[config.mk]
export PLATFORM = sky130hd
export DESIGN_NAME = tiny_register_machine_execute_unit
export DESIGN_NICKNAME = d
export VERILOG_FILES = /design/src/rtl/trm_pkg.sv /design/src/rtl/trm_regfile.sv /design/src/rtl/trm_div.sv /design/src/rtl/tiny_register_machine_execute_unit.sv
export SDC_FILE = /design/constraint.sdc
export NUM_CORES = 2
export LEC_CHECK = 0
export BUFFER_PORTS_ARGS = -buffer_cell sky130_fd_sc_hd__buf_2
export CAP_MARGIN = 25
export CORE_UTILIZATION = 25
export CTS_BUF_LIST = sky130_fd_sc_hd__clkbuf_2 sky130_fd_sc_hd__clkbuf_4 sky130_fd_sc_hd__clkbuf_8
export DETAILED_ROUTE_END_ITERATION = 8
export GPL_ROUTABILITY_DRIVEN = 0
export PLACE_DENSITY_LB_ADDON = 0.2
export SYNTH_ARGS = -nofsm -noshare
export SYNTH_HDL_FRONTEND = slang
export SYNTH_SLANG_ARGS = --single-unit
export TNS_END_PERCENT = 10
[constraint.sdc]
create_clock -name clk_i -period 23.4 [get_ports clk_i]
set_input_delay 1.17 -clock clk_i [delete_from_list [all_inputs] [get_ports clk_i]]
set_output_delay 1.17 -clock clk_i [all_outputs]
set_load 0.005 [all_outputs]
[src/rtl/trm_pkg.sv]
`timescale 1ns / 1ps
// ----------------------------------------------------------------------------
// trm_pkg
// Shared types and constants for the register machine execute unit.
// ----------------------------------------------------------------------------
package trm_pkg;

  localparam int unsigned DataW = 32;
  localparam int unsigned PcW   = 11;

  // largest program the fetch side can hold
  localparam logic [PcW-1:0] ProgDepth = 11'd1024;

  typedef enum logic [2:0] {
    OP_SET   = 3'd0,
    OP_ADD   = 3'd1,
    OP_SUB   = 3'd2,
    OP_JMP   = 3'd3,
    OP_PRINT = 3'd4,
    OP_MUL   = 3'd5,
    OP_DIV   = 3'd6,
    OP_JZ    = 3'd7
  } func_e;

  typedef enum logic [1:0] {
    ST_RUN  = 2'd0,
    ST_END  = 2'd1,
    ST_DIV0 = 2'd2,
    ST_JUMP = 2'd3
  } status_e;

  typedef enum logic [3:0] {
    S_IDLE = 4'b0001,
    S_EXEC = 4'b0010,
    S_DIV  = 4'b0100,
    S_RESP = 4'b1000
  } state_e;

  typedef struct packed {
    logic            start;
    logic [DataW-1:0] dividend;
    logic [DataW-1:0] divisor;
  } div_req_t;

endpackage

[src/rtl/trm_regfile.sv]
`timescale 1ns / 1ps
// ----------------------------------------------------------------------------
// trm_regfile
// Register file memory, one write and one registered read per cycle.
// Per-entry valid bits make unwritten registers read as zero after reset.
// ----------------------------------------------------------------------------
module trm_regfile #(
  parameter int unsigned REG_COUNT = 16,
  parameter int unsigned RW        = 4
) (
  input  logic                      clk_i,
  input  logic                      rst_ni,
  input  logic [RW-1:0]             rd_addr_i,
  output logic [trm_pkg::DataW-1:0] rd_data_o,
  input  logic                      wr_en_i,
  input  logic [RW-1:0]             wr_addr_i,
  input  logic [trm_pkg::DataW-1:0] wr_data_i
);

  logic [trm_pkg::DataW-1:0] mem_q [REG_COUNT];
  logic [REG_COUNT-1:0]      valid_q;
  logic [trm_pkg::DataW-1:0] rd_q;
  logic                      rd_valid_q;

  always_ff @(posedge clk_i or negedge rst_ni) begin
    if (!rst_ni) begin
      valid_q <= '0;
    end else if (wr_en_i) begin
      valid_q[wr_addr_i] <= 1'b1;
    end
  end

  always_ff @(posedge clk_i or negedge rst_ni) begin
    if (!rst_ni) begin
      rd_valid_q <= 1'b0;
    end else begin
      rd_valid_q <= valid_q[rd_addr_i];
    end
  end

  always_ff @(posedge clk_i) begin
    if (wr_en_i) begin
      mem_q[wr_addr_i] <= wr_data_i;
    end
    rd_q <= mem_q[rd_addr_i];
  end

  assign rd_data_o = rd_valid_q ? rd_q : '0;

endmodule

[src/rtl/trm_div.sv]
`timescale 1ns / 1ps
// ----------------------------------------------------------------------------
// trm_div
// Iterative signed divider, one quotient bit per cycle, truncating
// toward zero. The most negative value over minus one wraps.
// ----------------------------------------------------------------------------
module trm_div (
  input  logic                      clk_i,
  input  logic                      rst_ni,
  input  trm_pkg::div_req_t         req_i,
  output logic                      done_o,
  output logic [trm_pkg::DataW-1:0] quot_o
);

  localparam int unsigned W  = trm_pkg::DataW;
  localparam int unsigned CW = $clog2(W);

  logic          busy_q, done_q, neg_q;
  logic [CW-1:0] cnt_q;
  logic [W-1:0]  rem_q, quo_q, dsr_q;
  logic [W-1:0]  mag_a, mag_b;
  logic [W:0]    trial;

  assign mag_a = req_i.dividend[W-1] ? (W'(0) - req_i.dividend) : req_i.dividend;
  assign mag_b = req_i.divisor[W-1]  ? (W'(0) - req_i.divisor)  : req_i.divisor;
  assign trial = {rem_q, quo_q[W-1]} - {1'b0, dsr_q};

  always_ff @(posedge clk_i or negedge rst_ni) begin
    if (!rst_ni) begin
      busy_q <= 1'b0;
      done_q <= 1'b0;
      cnt_q  <= '0;
    end else begin
      done_q <= 1'b0;
      if (req_i.start) begin
        busy_q <= 1'b1;
        cnt_q  <= '0;
      end else if (busy_q) begin
        cnt_q <= cnt_q + CW'(1);
        if (cnt_q == CW'(W - 1)) begin
          busy_q <= 1'b0;
          done_q <= 1'b1;
        end
      end
    end
  end

  always_ff @(posedge clk_i) begin
    if (req_i.start) begin
      rem_q <= '0;
      quo_q <= mag_a;
      dsr_q <= mag_b;
      neg_q <= req_i.dividend[W-1] ^ req_i.divisor[W-1];
    end else if (busy_q) begin
      rem_q <= trial[W] ? {rem_q[W-2:0], quo_q[W-1]} : trial[W-1:0];
      quo_q <= {quo_q[W-2:0], ~trial[W]};
    end
  end

  assign done_o = done_q;
  assign quot_o = neg_q ? (W'(0) - quo_q) : quo_q;

endmodule

[src/rtl/tiny_register_machine_execute_unit.sv]
`timescale 1ns / 1ps
// ----------------------------------------------------------------------------
// tiny_register_machine_execute_unit
// Execute stage of a small register machine with pc and halt status.
// ----------------------------------------------------------------------------
// One instruction word is taken at a time; the input stalls until the result
// word has been loaded into the output register. An accepted word goes
// through S_EXEC and then S_RESP, where its result word is loaded, and the
// next word can be taken once the unit is back in S_IDLE. A DIV that runs
// the divider also waits in S_DIV for the one-bit-per-cycle divider.
// A result waiting in the output register does not block the next accept;
// a stalled result only holds the following result back.
module tiny_register_machine_execute_unit #(
  parameter int unsigned REG_COUNT = 16
) (
  input  logic                        clk_i,
  input  logic                        rst_ni,
  input  logic                        cfg_we_i,
  input  logic [trm_pkg::PcW-1:0]     cfg_wdata_i,
  input  logic                        in_valid_i,
  output logic                        in_stall_o,
  input  logic [2:0]                  func_i,
  input  logic [3:0]                  reg_index_i,
  input  logic signed [31:0]          immediate_i,
  output logic                        out_valid_o,
  input  logic                        out_stall_i,
  output logic [trm_pkg::PcW-1:0]     next_pc_o,
  output logic [1:0]                  run_status_o,
  output logic                        print_valid_o,
  output logic signed [31:0]          print_value_o
);

  localparam int unsigned RW = $clog2(REG_COUNT);
  localparam int unsigned W  = trm_pkg::DataW;
  localparam int unsigned PW = trm_pkg::PcW;

  trm_pkg::state_e  state_q, state_d;
  trm_pkg::status_e status_q, status_d;
  trm_pkg::func_e   func_q;
  logic [PW-1:0]    pc_q, pc_d, len_q, pc_inc;
  logic [RW-1:0]    idx_q, idx_map, rd_addr;
  logic [W-1:0]     imm_q, rd_data, wr_data, div_quot, mul_lo;
  logic             wr_en, div_done, in_accept, resp_load, jump_ok;
  logic             prt_v_q, prt_v_d, out_valid_q;
  logic [W-1:0]     prt_q, prt_d;
  trm_pkg::div_req_t div_req;

  assign in_stall_o = (state_q != trm_pkg::S_IDLE);
  assign in_accept  = in_valid_i && !in_stall_o;
  assign resp_load  = (state_q == trm_pkg::S_RESP) && (!out_valid_q || !out_stall_i);

  always_comb begin
    idx_map = '0;
    for (int i = 0; i < 16; i++) begin
      if (reg_index_i == 4'(i)) begin
        idx_map = RW'(i % REG_COUNT);
      end
    end
  end

  assign rd_addr = (state_q == trm_pkg::S_IDLE) ? idx_map : idx_q;

  trm_regfile #(
    .REG_COUNT(REG_COUNT),
    .RW       (RW)
  ) u_regfile (
    .clk_i    (clk_i),
    .rst_ni   (rst_ni),
    .rd_addr_i(rd_addr),
    .rd_data_o(rd_data),
    .wr_en_i  (wr_en),
    .wr_addr_i(idx_q),
    .wr_data_i(wr_data)
  );

  trm_div u_div (
    .clk_i (clk_i),
    .rst_ni(rst_ni),
    .req_i (div_req),
    .done_o(div_done),
    .quot_o(div_quot)
  );

  assign mul_lo  = W'(rd_data * imm_q);
  assign pc_inc  = pc_q + PW'(1);
  assign jump_ok = !imm_q[W-1] && (imm_q != '0) && (imm_q <= W'(len_q));

  always_comb begin
    state_d          = state_q;
    status_d         = status_q;
    pc_d             = pc_q;
    wr_en            = 1'b0;
    wr_data          = rd_data;
    prt_v_d          = prt_v_q;
    prt_d            = prt_q;
    div_req.start    = 1'b0;
    div_req.dividend = rd_data;
    div_req.divisor  = imm_q;
    unique case (state_q)
      trm_pkg::S_IDLE: begin
        if (in_accept) begin
          state_d = trm_pkg::S_EXEC;
        end
      end
      trm_pkg::S_EXEC: begin
        state_d = trm_pkg::S_RESP;
        prt_v_d = 1'b0;
        prt_d   = '0;
        if (status_q != trm_pkg::ST_RUN) begin
          status_d = status_q;
        end else if (pc_q >= len_q) begin
          status_d = trm_pkg::ST_END;
        end else begin
          pc_d = pc_inc;
          unique case (func_q)
            trm_pkg::OP_SET: begin
              wr_en   = 1'b1;
              wr_data = imm_q;
            end
            trm_pkg::OP_ADD: begin
              wr_en   = 1'b1;
              wr_data = rd_data + imm_q;
            end
            trm_pkg::OP_SUB: begin
              wr_en   = 1'b1;
              wr_data = rd_data - imm_q;
            end
            trm_pkg::OP_MUL: begin
              wr_en   = 1'b1;
              wr_data = mul_lo;
            end
            trm_pkg::OP_DIV: begin
              if (imm_q == '0) begin
                status_d = trm_pkg::ST_DIV0;
              end else begin
                div_req.start = 1'b1;
                state_d       = trm_pkg::S_DIV;
              end
            end
            trm_pkg::OP_JMP: begin
              if (jump_ok) begin
                pc_d = imm_q[PW-1:0] - PW'(1);
              end else begin
                status_d = trm_pkg::ST_JUMP;
              end
            end
            trm_pkg::OP_JZ: begin
              if (rd_data == '0) begin
                if (jump_ok) begin
                  pc_d = imm_q[PW-1:0] - PW'(1);
                end else begin
                  status_d = trm_pkg::ST_JUMP;
                end
              end
            end
            trm_pkg::OP_PRINT: begin
              prt_v_d = 1'b1;
              prt_d   = rd_data;
            end
            default: begin
              pc_d = pc_inc;
            end
          endcase
          if (status_d == trm_pkg::ST_RUN && pc_d >= len_q) begin
            status_d = trm_pkg::ST_END;
          end
        end
      end
      trm_pkg::S_DIV: begin
        if (div_done) begin
          wr_en   = 1'b1;
          wr_data = div_quot;
          state_d = trm_pkg::S_RESP;
        end
      end
      trm_pkg::S_RESP: begin
        if (resp_load) begin
          state_d = trm_pkg::S_IDLE;
        end
      end
      default: begin
        state_d = trm_pkg::S_IDLE;
      end
    endcase
  end

  always_ff @(posedge clk_i or negedge rst_ni) begin
    if (!rst_ni) begin
      state_q     <= trm_pkg::S_IDLE;
      status_q    <= trm_pkg::ST_RUN;
      pc_q        <= '0;
      len_q       <= '0;
      out_valid_q <= 1'b0;
      prt_v_q     <= 1'b0;
    end else begin
      state_q  <= state_d;
      status_q <= status_d;
      pc_q     <= pc_d;
      prt_v_q  <= prt_v_d;
      if (cfg_we_i) begin
        len_q <= (cfg_wdata_i > trm_pkg::ProgDepth) ? trm_pkg::ProgDepth : cfg_wdata_i;
      end
      if (resp_load) begin
        out_valid_q <= 1'b1;
      end else if (!out_stall_i) begin
        out_valid_q <= 1'b0;
      end
    end
  end

  always_ff @(posedge clk_i) begin
    prt_q <= prt_d;
    if (in_accept) begin
      func_q <= trm_pkg::func_e'(func_i);
      idx_q  <= idx_map;
      imm_q  <= immediate_i;
    end
    if (resp_load) begin
      next_pc_o     <= pc_q;
      run_status_o  <= status_q;
      print_valid_o <= prt_v_q;
      print_value_o <= prt_q;
    end
  end

  assign out_valid_o = out_valid_q;

  // a halted machine stays halted until reset
  a_halt_sticky: assert property (@(posedge clk_i) disable iff (!rst_ni)
    (status_q != trm_pkg::ST_RUN) |=> (status_q != trm_pkg::ST_RUN))
    else $error("halt status cleared");

  a_pc_idle_stable: assert property (@(posedge clk_i) disable iff (!rst_ni)
    (state_q == trm_pkg::S_IDLE) |=> $stable(pc_q))
    else $error("pc moved without an instruction");

  a_div_done_state: assert property (@(posedge clk_i) disable iff (!rst_ni)
    div_done |-> (state_q == trm_pkg::S_DIV))
    else $error("divider finished outside divide wait");

  a_wr_state: assert property (@(posedge clk_i) disable iff (!rst_ni)
    wr_en |-> (state_q == trm_pkg::S_EXEC || state_q == trm_pkg::S_DIV))
    else $error("register write outside execute");

endmodule
==> qor.yml <==
outcome:
  status: "finished, final reports clean"
cts:
  cts.clk_slew.worst_paths_ns: 0.06
  ctsHoldBuffers: 0
  clock-root-buffer: "clkbuf_8"
  h-tree-depth: 4
  cts_sinks: 812
  cts_buffers: 141
  cts_resized: 0
  postCtsSetupBuffers: 0
  tritoncts: "done"
  worstSkewPairLatency_ns: 0.91
  clockBufferDepth: 3
yosys:
  synth-seq-cells: 812
  synth.avg_cell_area_um2: 11.6
  syn_nets: 5332
  ys.flop_type: "edfxtp_1"
  synthCells: 4641
  ys_types: 81
  post-synth-top-area-cell: "edfxtp_1"
  netlist_area_mm2: 0.0541
  yosysWarnings: 0
  synth-seq-area-share_pct: 43.4
  async_flop_share_pct: 6.65
  synth_edf_count: 694
  synth_top_area_share_pct: 38.6
  yosys-top-cells-area: "edfxtp_1 (39%), fa_1 (15%), mux4_2 (5.5%), ha_1 (5.2%), and3_1 (3.7%)"
worst_setup_path:
  arrival_ns: 10.84
  reg2reg_from: "u_regfile.rd_valid_q"
  worst-r2r-cell-count: 28
  cp-end-kind: "flip-flop"
  crit_slowest_cell: "dfrtp_4"
  startpoint_type: "flip-flop"
  r2r-end: "u_regfile.mem_q[4][30]"
  critical_path_class: "reg2reg"
  r2r_slack_ns: 13.13
  worst_path_most_repeated_cell: "fa_1"
  critPathMaxStageDelay_ns: 0.96
  crit_start: "u_regfile.rd_valid_q"
  cp_data_required_time_ns: 23.97
  cp_max_fo: 115
drt:
  viasPerCell: 4.92
  drt_iter0_markers: 3332
  vias: 37900
  drc: 0
  drtAntennaViolNets: 0
  first_pass_iters: 5
  wl_mm: 195
  routedWlPerCell_um: 25.2
hold_path:
  min_path_cells: 0
  hold_class: "reg2reg"
  hp-start: "prt_q[11]"
  hold-path-endpoint: "print_value_o[11]"
timing:
  finClkSkew_ns: 0.0829
  rsz0062_at_grt: "no"
  slew_headroom_pct: 22.6
  setup_viol_count_final: 0
  worst_pin_slew_ns: 1.16
  maxSlewViolCount: 0
  fin_tns_setup_ns: 0
  hold_ws_ns: 0.407
  setup_ws_ns: 13.13
  finalHoldViolCount: 0
  fin_crit_ns: 10.27
  fmax_mhz: 97.3
  fin_crit_sh_pct: 43.9
global_route:
  antenna_found_initial: 17
  grt_max_degree: 116
  grt_usage_pct: 17.9
  grt_pass1_wl_mm: 282
  grt_overflow: 0
  grt_pass1_vias: 39100
floorplanning:
  die_y_um: 467
  boundaryPins: 103
  fp-row-count: 170
  coreArea_mm2: 0.215
  dieArea_mm2: 0.218
  floorplan.initialDensity_pct: 25.2
  dieWidth_um: 467
finish:
  finalNetCount: 5440
  final_layout_size_suffix_gt1_share_pct: 14.5
  area_growth_pct: 13.7
placement:
  pre_cts_ws_ns: 13.05
  portBuffers: 102
  hpwl_mm: 130
flow_run:
  maxCapViolCount: 0
[worst max-delay path by stage]
| stage | to | cells after the start |
|---|---|---|
| floorplan | u_regfile.mem_q[0][31] | 28 |
| global placement | u_regfile.mem_q[4][22] | 27 |
| detailed placement | u_regfile.mem_q[5][22] | 27 |
| CTS | u_regfile.mem_q[15][22] | 27 |
| global route | u_regfile.mem_q[8][30] | 28 |
| finish | u_regfile.mem_q[4][30] | 28 |
[metal layers]
| layer | GRT usage, % | vias to the layer above | part of all wire [%] |
|---|---|---|---|
| li1 | - | 16600 | - |
| met1 | 24.7 | 19700 | 44 |
| met2 | 28.2 | 1333 | 46 |
| met3 | 2.67 | 298 | 6.4 |
| met4 | 6.47 | 2 | 3.6 |
| met5 | 0 | - | 0.0087 |
[area by class of cell]
class / instances / area, µm²
Antenna cell: 7 / 17.5
Clock buffer: 213 / 2550
Clock inverter: 45 / 483
Fill cell: 22400 / 153000
Inverter: 483 / 1810
Multi-Input combinational cell: 3064 / 27900
Sequential cell: 812 / 23500
Tap cell: 2838 / 3550
Timing Repair Buffer: 247 / 1660
[logic make-up (layout without fill, tap and decap cells)]
family | Yosys count | in the layout | share of synthesized area [%]
AOI/OAI and AO/OA | 707 | 707 | 8.55
xor gates and xnor gates | 256 | 256 | 4.25
adders and majority gates | 636 | 636 | 20.4
buffers and inverters | 765 | 988 | 5.37
DFF | 812 | 812 | 43.4
muxes | 164 | 164 | 6.10
other | 0 | 7 | 0
and+or+nand+nor | 1301 | 1301 | 11.9
[synth_stat cells (48+ instances only)]
library cell / number
clkbuf_1: 251
nor2_1: 177
mux4_2: 132
xor2_1: 101
o31ai_1: 53
inv_1: 465
dfrtp_1: 53
o21ai_0: 163
nand3_1: 50
a21o_1: 49
a211oi_1: 49
xnor2_1: 151
and3_1: 316
a21oi_1: 152
dfxtp_1: 64
edfxtp_1: 694
a31oi_1: 48
nand2_1: 506
ha_1: 226
fa_1: 410
[stage by stage]
step                      instances  cell area, µm²  utilization, %
final                          7709           61400            28.6
after global placement         7436           58300            27.1
after CTS                      7700           61400            28.6
after global routing           7705           61400            28.6
after floorplan                4641           54100               -
after detailed placement       7442           58400            27.2
[state kept, by name, indices dropped and copies added, names as in the netlist, 2 cells and up]
signal / flops
u_div.cnt_q: 5
u_div.dsr_q: 32
imm_q: 32
u_regfile.valid_q: 16
state_q: 4
pc_q: 11
idx_q: 4
prt_q: 32
next_pc_o: 11
func_q: 3
print_value_o: 32
u_div.quo_q: 32
u_regfile.mem_q: 512
u_div.rem_q: 32
u_regfile.rd_q: 32
len_q: 11
status_q: 2
run_status_o: 2
[worst max-delay path, delay by kind of cell, from the launching register on]
| family | cells | cell delay [ns] |
|---|---|---|
| compound gates | 8 | 2.29 |
| xor+xnor | 1 | 0.47 |
| fa+ha+maj | 9 | 3.90 |
| buf+inv | 8 | 1.90 |
| flops | 1 | 0.96 |
| simple gates | 2 | 0.35 |
[placed cells by master, fill, tap and decap left out, types with 42 or more instances in the layout]
cell type,n
clkbuf_4,61
nor2_1,168
a31oi_1,48
dfrtp_1,51
clkbuf_8,153
xnor2_1,151
mux4_2,132
inv_1,464
nand2b_1,42
o31ai_1,53
and2_1,44
dfxtp_1,64
fa_1,410
nand3_1,50
a21oi_1,151
and3_1,316
a211oi_1,48
ha_1,226
nand2_1,504
xor2_1,101
buf_4,139
buf_2,103
o21ai_0,152
edfxtp_1,694
a21o_1,49
Power is not shown: default switching activity piles up to over one toggle a cycle in this logic, so the estimate is an artifact.
